File: config.mk
export PLATFORM = sky130hd
export DESIGN_NAME = half_single_float_converter
export DESIGN_NICKNAME = d
export VERILOG_FILES = /design/src/rtl/core/hsfc_pkg.sv /design/src/rtl/core/hsfc_h2s.sv /design/src/rtl/core/hsfc_s2h.sv /design/src/rtl/core/half_single_float_converter.sv
export SDC_FILE = /design/constraint.sdc
export NUM_CORES = 1
export LEC_CHECK = 0
export BUFFER_PORTS_ARGS = -buffer_cell sky130_fd_sc_hd__buf_2
export CAP_MARGIN = 20
export CORE_AREA = 5 5 177 94
export DETAILED_ROUTE_END_ITERATION = 7
export DIE_AREA = 0 0 182 99
export PLACE_DENSITY_LB_ADDON = 0.05
export SETUP_SLACK_MARGIN = 0.4
export SYNTH_ARGS = -nofsm -noshare
export SYNTH_HDL_FRONTEND = slang
export SYNTH_SLANG_ARGS = --single-unit
File: constraint.sdc
create_clock -name i_clk -period 3.1 [get_ports i_clk]
set_clock_uncertainty 0.05 [all_clocks]
set_input_delay 0.465 -clock i_clk [delete_from_list [all_inputs] [get_ports i_clk]]
set_output_delay 0.465 -clock i_clk [all_outputs]
set_load 0.02 [all_outputs]
File: src/rtl/core/hsfc_pkg.sv
// Shared constants and types for the half/single float converter.
package hsfc_pkg;

    // Field widths of the two formats.
    localparam int unsigned C_WORD_W   = 32;
    localparam int unsigned C_HALF_W   = 16;
    localparam int unsigned C_MANT16_W = 10;
    localparam int unsigned C_EXP16_W  = 5;
    localparam int unsigned C_MANT32_W = 23;
    localparam int unsigned C_EXP32_W  = 8;

    // Exponent rebias between the formats (127 - 15).
    localparam logic [C_EXP32_W-1:0] C_EXP_REBIAS = 8'd112;

    // Half exponent codes.
    localparam logic [C_EXP16_W-1:0] C_EXP16_ZERO = 5'd0;
    localparam logic [C_EXP16_W-1:0] C_EXP16_MAX  = 5'd31;

    // Single exponent code for infinity and NaN.
    localparam logic [C_EXP32_W-1:0] C_EXP32_MAX = 8'hff;

    // Lowest half exponent still rounded into a subnormal.
    localparam int C_TINY_LIMIT = -10;

    // Half special encodings.
    localparam logic [C_HALF_W-1:0] C_INF16  = 16'h7c00;
    localparam logic [C_HALF_W-1:0] C_QNAN16 = 16'h7e00;

    // Rounding increment at the single mantissa scale.
    localparam logic [C_MANT32_W:0] C_ROUND_HALF = 24'h001000;

    // Conversion direction codes.
    typedef enum logic {
        ACT_H2S = 1'b0,
        ACT_S2H = 1'b1
    } t_action;

endpackage : hsfc_pkg

File: src/rtl/core/hsfc_h2s.sv
// Half to single conversion: exact widening with subnormal normalization.
module hsfc_h2s (
    input  logic [hsfc_pkg::C_HALF_W-1:0] i_half,
    output logic [hsfc_pkg::C_WORD_W-1:0] o_single
);
    import hsfc_pkg::*;

    localparam logic [C_EXP32_W-1:0] C_SUB_BIAS = C_EXP_REBIAS - 8'(C_MANT16_W - 1);

    logic                   sign;
    logic [C_EXP16_W-1:0]   expo;
    logic [C_MANT16_W-1:0]  mant;
    logic [3:0]             lead_pos;
    logic [C_MANT16_W:0]    norm;
    logic [C_EXP32_W-1:0]   sub_exp;

    assign sign = i_half[C_HALF_W-1];
    assign expo = i_half[C_HALF_W-2 -: C_EXP16_W];
    assign mant = i_half[C_MANT16_W-1:0];

    // Locate the leading one of a subnormal mantissa.
    always_comb begin
        lead_pos = 4'd0;
        for (int i = 0; i < C_MANT16_W; i++) begin
            if (mant[i]) begin
                lead_pos = 4'(i);
            end
        end
    end

    // Shift the leading one into the hidden position.
    assign norm    = {1'b0, mant} << (4'(C_MANT16_W) - lead_pos);
    assign sub_exp = 8'(lead_pos) + C_SUB_BIAS;

    // Select the output encoding by exponent class.
    always_comb begin
        if (expo == C_EXP16_ZERO) begin
            if (mant == '0) begin
                o_single = {sign, 31'd0};
            end else begin
                o_single = {sign, sub_exp, norm[C_MANT16_W-1:0], 13'd0};
            end
        end else if (expo == C_EXP16_MAX) begin
            o_single = {sign, C_EXP32_MAX, mant, 13'd0};
        end else begin
            o_single = {sign, 8'(expo) + C_EXP_REBIAS, mant, 13'd0};
        end
    end

endmodule : hsfc_h2s

File: src/rtl/core/hsfc_s2h.sv
// Single to half conversion: round half away from zero, subnormals, overflow.
module hsfc_s2h (
    input  logic [hsfc_pkg::C_WORD_W-1:0] i_single,
    output logic [hsfc_pkg::C_HALF_W-1:0] o_half
);
    import hsfc_pkg::*;

    localparam logic [C_EXP32_W-1:0] C_TINY_EFIELD = 8'(int'(C_EXP_REBIAS) + C_TINY_LIMIT);
    localparam logic [C_EXP32_W-1:0] C_OVF_EFIELD  = C_EXP_REBIAS + 8'(C_EXP16_MAX);
    localparam logic [C_EXP32_W-1:0] C_SUB_SHIFT   = C_EXP_REBIAS + 8'd1;

    logic                    sign;
    logic [C_EXP32_W-1:0]    efield;
    logic [C_MANT32_W-1:0]   mant;
    logic [3:0]              sub_shift;
    logic [C_MANT32_W:0]     sub_mant;
    logic [C_MANT32_W:0]     sub_round;
    logic [C_MANT32_W:0]     nrm_round;
    logic [C_EXP16_W-1:0]    nrm_exp;
    logic [C_HALF_W-2:0]     nrm_mag;

    assign sign   = i_single[C_WORD_W-1];
    assign efield = i_single[C_WORD_W-2 -: C_EXP32_W];
    assign mant   = i_single[C_MANT32_W-1:0];

    // Align and round a result that lands in the half subnormal range.
    assign sub_shift = 4'(C_SUB_SHIFT - efield);
    assign sub_mant  = {1'b1, mant} >> sub_shift;
    assign sub_round = sub_mant + C_ROUND_HALF;

    // Round a normal result; a mantissa carry adds into the exponent.
    assign nrm_round = {1'b0, mant} + C_ROUND_HALF;
    assign nrm_exp   = 5'(efield - C_EXP_REBIAS);
    assign nrm_mag   = {nrm_exp, 10'd0} + 15'(nrm_round[C_MANT32_W:13]);

    // Select the output encoding by exponent range.
    always_comb begin
        if (efield == C_EXP32_MAX) begin
            o_half = {sign, 15'd0} | ((mant == '0) ? C_INF16 : C_QNAN16);
        end else if (efield <= C_EXP_REBIAS) begin
            if (efield < C_TINY_EFIELD) begin
                o_half = {sign, 15'd0};
            end else begin
                // a rounding carry lands in the exponent LSB as the smallest normal
                o_half = {sign, 4'd0, sub_round[C_MANT32_W:13]};
            end
        end else if (efield >= C_OVF_EFIELD) begin
            o_half = {sign, 15'd0} | C_INF16;
        end else begin
            o_half = {sign, nrm_mag};
        end
    end

endmodule : hsfc_s2h

File: src/rtl/core/half_single_float_converter.sv
// Top level: registered half/single float converter, one operand per cycle.
// The result strobe o_valid follows the cycle in which start is taken
// through the input register, then the result register.
// Throughput: one conversion per cycle; busy stays low, since every stage
// advances each cycle and the receiver cannot stall.
// Reset (synchronous, active low) clears the stage valid flags, so no result
// strobe follows reset until a new start is taken.
module half_single_float_converter (
    input  logic                          i_clk,
    input  logic                          i_rst_n,
    input  logic                          start,
    output logic                          busy,
    input  logic                          i_action,
    input  logic [hsfc_pkg::C_WORD_W-1:0] i_operand_bits,
    output logic                          o_valid,
    output logic [hsfc_pkg::C_WORD_W-1:0] o_result_bits
);
    import hsfc_pkg::*;

    logic                  r_in_vld;
    logic                  n_in_vld;
    t_action               r_action;
    logic [C_WORD_W-1:0]   r_operand;
    logic                  r_out_vld;
    logic [C_WORD_W-1:0]   r_result;
    logic [C_WORD_W-1:0]   n_result;
    logic [C_WORD_W-1:0]   h2s_bits;
    logic [C_HALF_W-1:0]   s2h_bits;

    // Every stage advances each cycle, so a transfer is never refused.
    assign busy     = 1'b0;
    assign n_in_vld = start & ~busy;

    // Capture the operand on a transfer.
    always_ff @(posedge i_clk) begin
        if (!i_rst_n) begin
            r_in_vld <= 1'b0;
        end else begin
            r_in_vld <= n_in_vld;
        end
    end

    always_ff @(posedge i_clk) begin
        if (n_in_vld) begin
            r_action  <= t_action'(i_action);
            r_operand <= i_operand_bits;
        end
    end

    // Both conversion paths work on the registered operand.
    hsfc_h2s u_h2s (
        .i_half   (r_operand[C_HALF_W-1:0]),
        .o_single (h2s_bits)
    );

    hsfc_s2h u_s2h (
        .i_single (r_operand),
        .o_half   (s2h_bits)
    );

    // Pick the direction; a half result is zero-extended.
    always_comb begin
        case (r_action)
            ACT_H2S: n_result = h2s_bits;
            ACT_S2H: n_result = {16'd0, s2h_bits};
            default: n_result = h2s_bits;
        endcase
    end

    // Register the result and its strobe.
    always_ff @(posedge i_clk) begin
        if (!i_rst_n) begin
            r_out_vld <= 1'b0;
        end else begin
            r_out_vld <= r_in_vld;
        end
    end

    always_ff @(posedge i_clk) begin
        if (r_in_vld) begin
            r_result <= n_result;
        end
    end

    assign o_valid       = r_out_vld;
    assign o_result_bits = r_result;

endmodule : half_single_float_converter

-- Word level (Yosys, flattened, before mapping)
Cells that the tools add are included.
- bits in registers: 67
- bits in latches: 0
- RAM bits: 0
- bits in read-only memories: 0
- input port bits: 36
- output and inout bits: 34
- logic and storage cells: 43
- memories: 0
- add/subtract/negate cells: 8
- multiply operators: 0
- divide/modulo/power cells: 0
- order comparisons: 3
- equality and inequality tests: 2
- shift-type cells: 2
- muxes and demuxes: 18
- bitwise logic cells: 2
- reductions and logical operators: 3
- operators with widths (kind ; count):
    31-bit two-way mux ; 3
    32-bit case mux with 2 select lines ; 1
    15-bit two-way mux ; 2
    23-bit by 13-bit adder with 24-bit output (second input constant) ; 1
    24-bit by 13-bit adder with 24-bit output (second input constant) ; 1
    24-bit by 4-bit >> shifter with 24-bit output ; 1
    23-bit zero test ; 1
    16-bit two-way mux ; 1
    16-bit by 15-bit OR with 16-bit output ; 1
    15-bit by 11-bit adder with 15-bit output ; 1
    3-bit two-way mux ; 4
    11-bit two-way mux ; 1
    10-bit zero test ; 1
    10-bit two-way mux ; 1
    10-bit by 4-bit << shifter with 10-bit output ; 1
    4-bit by 7-bit adder with 8-bit output (second input constant) ; 1
    5-bit by 7-bit adder with 8-bit output (second input constant) ; 1
    8-bit equality test (second input constant) ; 1
    8-bit >= comparator (second input constant) ; 1
    8-bit by 7-bit <= comparator with 1-bit output (second input constant) ; 1
    8-bit by 7-bit < comparator with 1-bit output (second input constant) ; 1
    4-bit two-way mux ; 2
    5-bit equality test (second input constant) ; 1
    5-bit zero test ; 1
    other kinds (6) ; 7

-- Logic depth before layout (Yosys ltp)
- word-level depth: 14
- gate-level depth with buffers: 11
- depth with buffers taken out: 10

-- Modules after synthesis
Synthesis repeated with hierarchy kept, for this count alone.
- cells, all modules: 463
- area total of the unflattened synthesis: 4759.6 µm²
- modules (own cells, without submodules) (module ; times used ; cells an instance ; area each (µm²) ; sequential area each (µm²)):
    half_single_float_converter ; 1 ; 106 ; 2323.5 ; 1991.9
    hsfc_s2h ; 1 ; 200 ; 1508.9 ; 0.0
    hsfc_h2s ; 1 ; 157 ; 927.1 ; 0.0

-- Worst setup path after synthesis
Ideal clock, no wire load.
- kind: register to register
- start: reg r_operand[8]
- end: reg r_result[19], in the netlist o_result_bits[19], data pin
- setup time: 256 ps
- data arrival time: 2636 ps
- data required time: 2794 ps
- path slack: 158 ps
- cell stages (with the launch flop): 10
- path buffers: 1
- period minus slack after synthesis: 2942 ps
- cells stage by stage: edfxtp_1 > clkbuf_1 > nor2b_1 > a2111o_1 > nand3_1 > inv_2 > ha_1 > inv_1 > mux4_2 > a22o_1
- longest elaborated chain between the ends: 7
- elaborated cells on any way between the ends: 8
- classes of those cells: add/sub (1); shift (1); mux (5); reduce/logical (1)
- ends and longest elaborated chain (what ; RTL line ; source):
    from (decl) ; half_single_float_converter.sv:23 ; logic [C_WORD_W-1:0] r_operand;
    from (signal assigned) ; half_single_float_converter.sv:46 ; r_operand <= i_operand_bits;
    4-bit two-way mux (2 in series) ; hsfc_h2s.sv:25 ; if (mant[i]) begin
    4-bit subtractor ; hsfc_h2s.sv:32 ; assign norm = {1'b0, mant} << (4'(C_MANT16_W) - lead_pos);
    10-bit by 4-bit << shifter with 10-bit output ; hsfc_h2s.sv:32 ;
    31-bit two-way mux (*) ; hsfc_h2s.sv:38 ; if (mant == '0) begin
    31-bit two-way mux (*) ; hsfc_h2s.sv:37 ; if (expo == C_EXP16_ZERO) begin
    32-bit case mux with 2 select lines (*) ; half_single_float_converter.sv:63 ; case (r_action)
    to (signal assigned) ; half_single_float_converter.sv:81 ; r_result <= n_result;
    to (decl) ; half_single_float_converter.sv:25 ; logic [C_WORD_W-1:0] r_result;
Every way passes the cells marked *; elsewhere a longest branch is shown, timed or not.
A chain may end at the register's enable or synchronous reset.

-- Final worst setup path
- start: reg r_operand[2]
- end: reg r_result[21], in the netlist o_result_bits[21], data pin
- longest elaborated chain between the ends: 13
- elaborated cells on any way between the ends: 14
- classes of those cells: add/sub (1); shift (1); mux (11); reduce/logical (1)
- ends and longest elaborated chain (what ; RTL line):
    2-bit two-way mux (2 in series) ; hsfc_h2s.sv:25
    3-bit two-way mux (4 in series) ; hsfc_h2s.sv:25
    4-bit two-way mux (2 in series) ; hsfc_h2s.sv:25
    4-bit subtractor ; hsfc_h2s.sv:32
    10-bit by 4-bit << shifter with 10-bit output ; hsfc_h2s.sv:32
    31-bit two-way mux (*) ; hsfc_h2s.sv:38
    31-bit two-way mux (*) ; hsfc_h2s.sv:37
    32-bit case mux with 2 select lines (*) ; half_single_float_converter.sv:63
Marks and branches as above.

==> results.md <==
* Status: completed
* GRT overflow at 0
* I/O Buffers at just under 70
* Number of synthesized register bits at 66
* Horiz. Die Dim at 182 µm
* CP Max Fanout at 7
* Number of enable flip-flop cells after synthesis at 64
* Max IR drop VDD at 0.281 mV
* Max cap viols at 0
* Cell area after synthesis at roughly 4400 µm²
* Root buf cell: clkbuf_16
* CP Launch Type: register
* Syn Area/Cell at 10.5 µm²
* Synth warn at 0
* Syn nets at 464
* Leakage at ~2.3 nW
* Length in cells of the worst reg-to-reg path at 9
* Cts hold-fix bufs at 0
* Critical path endpoint category: register
* Layout cells sized above 1 at 0.389
* Final Critical Period at 2.68 ns
* Hold Crit Endpoint: r_operand[9]$_DFFE_PP_
* Critical Path AT at 2.73 ns
* Register area share after synthesis at 0.448
* Routed len/inst at between 20 and 25 µm
* Endpoints failing setup at 0
* TritonCTS clock tree: built
* CP cell instances: nand2b_4 -> a2111o_1 -> nand3_4 -> inv_6 -> ha_4 -> inv_8 -> a221oi_2 -> o31ai_1 -> a32o_2
* Via/cell ratio at between 5 and 6
* Post-layout net count at between 500 and 600
* Area of the core at about 15,000 µm²
* Slowest stage delay, CP at roughly 0.48 ns
* Hold_sp: i_operand_bits[9]
* Total negative slack at 0 ns
* Number of global-route vias before repair at about 3,600
* Die height at between 90 and 100 µm
* # rows at 32
* Antenna-violating nets left at 0
* Main synth FF type: edfxtp_1
* Final period util at 0.865
* Worst-skew pair later-pin latency at between 0.3 and 0.4 ns
* Multi-input combinational cell area at about 2400 µm²
* H-tree Lvls at 3
* # diodes at 0
* Slew headroom at 0.449
* Initial drt markers at 333
* R2R Setup Slk at approximately 0.42 ns
* Async SR Flop Fraction at 0
* DRT Pass-1 Iters at 5
* CP Data Required Time at ~3.2 ns
* Largest net degree at the start of global routing at 35
* Final Power at 3.18 mW
* Post-Synthesis Cells at between 400 and 500
* GRT Total Usage at 0.166
* Cell area power density at approximately 540 nW/µm²
* Area growth syn-to-layout at 35.4%
* Clock Tree Buf Depth at 2
* RSZ-0062 raised after global routing: no
* Global-route wire length before repair at approximately 23,000 µm
* Fmax at approximately 370 MHz
* Num CTS Buffers at 9
* Critical R2R Launch: r_operand[2]$_DFFE_PP_
* Count of final hold-check violations at 0
* Slew @ Worst Pin at between 0.8 and 0.9 ns
* Starting Density at 0.293
* Count of cell types in the netlist at about 80
* Hold/Removal Path Class: primary input to register
* DR vias at between 3,000 and 4,000
* Critical Path Slowest Stage Cell: a2111o_1
* Post-DP HPWL at 11,600 µm
* Final Wtd Congestion at 0.935
* TritonCTS Sinks at 66
* Initial antenna violation count at 0
* Post-Route WL at ~15,000 µm
* # IOs at 70
* Register area at 1960 µm²
* CTS clk-pin slew, worst paths at 0.06 ns
* Hold depth at 1
* WS Path Type: register to register
* DIE AREA at between 15,000 and 20,000 µm²
* Max-slew violations at 0
* DRC violations left at 0
* Fillcell total at 1,490
* R2R Path End: o_result_bits[21]$_SDFFCE_PP0P_
==> cell type report <==
| type | count | area share |
|---|---|---|
| inverter | 15 | 0.0120 |
| tap | 204 | 0.0430 |
| sequential | 66 | 0.331 |
| clock buffer | 10 | 0.0403 |
| multi-input combinational | 311 | 0.410 |
| clock inverter | 6 | 0.0152 |
| timing repair buffer | 137 | 0.148 |
==> cell usage in the layout, fill, tap and decap left out, types with 9 or more instances in the layout <==
cell type   n
xor2_1      9
nand4_1     9
nor3_1     10
nor2_1     22
o21ai_0    14
buf_4      66
and3_1     11
nand2_1    29
clkbuf_16   9
inv_1      10
edfxtp_1   64
a21oi_1    15
and2_1      9
buf_2      68
nand3_1    18
==> repair_timing <==
action,4_1_cts,5_1_grt
endpoints found under the setup margin,19,15
cloned,0,0
pin swaps,2,15
setup buffers,7,21
gates resized for setup,14,29
==> per-layer routing <==
| layer | track usage | up-vias | part of all wire |
|---|---|---|---|
| met5 | 0 | - | 0 |
| met4 | 0.0305 | 0 | 0.0063 |
| met3 | 0.0494 | 9 | 0.090 |
| met2 | 0.172 | 158 | 0.32 |
| met1 | 0.301 | 1893 | 0.59 |
| li1 | - | 1856 | - |
==> worst max path at each step <==
stage                     slack [ns]                               to  depth (start not counted)               startpoint
final                           0.42  o_result_bits[21]$_SDFFCE_PP0P_                          9   r_operand[2]$_DFFE_PP_
after global routing            0.37  o_result_bits[16]$_SDFFCE_PP0P_                          9   r_operand[9]$_DFFE_PP_
after CTS                       0.37  o_result_bits[22]$_SDFFCE_PP0P_                         10   r_operand[2]$_DFFE_PP_
after detailed placement        0.06  o_result_bits[21]$_SDFFCE_PP0P_                          9   r_operand[2]$_DFFE_PP_
after global placement          0.06  o_result_bits[21]$_SDFFCE_PP0P_                          9   r_operand[2]$_DFFE_PP_
after floorplan                 0.47   o_result_bits[4]$_SDFFCE_PP0P_                          8  r_operand[24]$_DFFE_PP_
==> cells in the mapped netlist (all sizes together) (8+ instances only) <==
cell type   n  area, µm²
nand2      31        126
buf        12       87.6
xnor2       9       78.8
a21oi      19       95.1
inv        15       56.3
and2        9       56.3
ha          9        113
xor2       11        115
nand4       9       56.3
and3       11       68.8
clkbuf     15       56.3
nor2       27        101
edfxtp     64       1920
o21ai      17       85.1
nand3      20        100
nor2b       8       50.1
nor3       12       60.1
==> state kept, by name, summed over array words and instances, names as in the netlist <==
name,flops
o_valid,1
r_in_vld,1
o_result_bits,31
r_operand,32
r_action,1
==> cell families after synthesis <==
| family | Yosys count | share of synthesized area |
|---|---|---|
| xor gates and xnor gates | 20 | 0.0443 |
| and+or+nand+nor | 156 | 0.190 |
| buffers and inverters | 42 | 0.0457 |
| other | 1 | 0.000856 |
| muxes | 19 | 0.0720 |
| AOI/OAI and AO/OA | 106 | 0.173 |
| adders and majority gates | 9 | 0.0257 |
| DFF | 66 | 0.448 |
==> metrics by stage <==
| stage | utilization | hold slack [ns] | instance area [µm²] | worst slack (ns) | instances |
|---|---|---|---|---|---|
| after CTS | 0.378 | 0.231 | 5650 | 0.375 | 728 |
| after detailed placement | 0.348 | 0.403 | 5190 | 0.0630 | 705 |
| final | 0.397 | 0.240 | 5930 | 0.419 | 749 |
| after global routing | 0.397 | 0.230 | 5930 | 0.370 | 749 |
| after floorplan | - | 0.491 | 4430 | 0.467 | 419 |
| after global placement | 0.348 | 0.406 | 5190 | 0.0561 | 705 |
==> critical path: cells and delay by family, from the launching register on <==
family | cells | cell delay, ns
AOI/OAI and AO/OA | 4 | 1.28
buffers and inverters | 2 | 0.10
adders and majority gates | 1 | 0.33
DFF | 1 | 0.40
and+or+nand+nor | 2 | 0.28
==> power by group <==
part / switching [mW] / leakage (nW) / internal [mW] / total (mW)
Clock: 0.416 / 0.159 / 0.727 / 1.14
Sequential: 0.0621 / 0.607 / 1.06 / 1.12
Combinational: 0.518 / 1.51 / 0.393 / 0.911
Note: power is estimated with default switching activity, not from simulation.
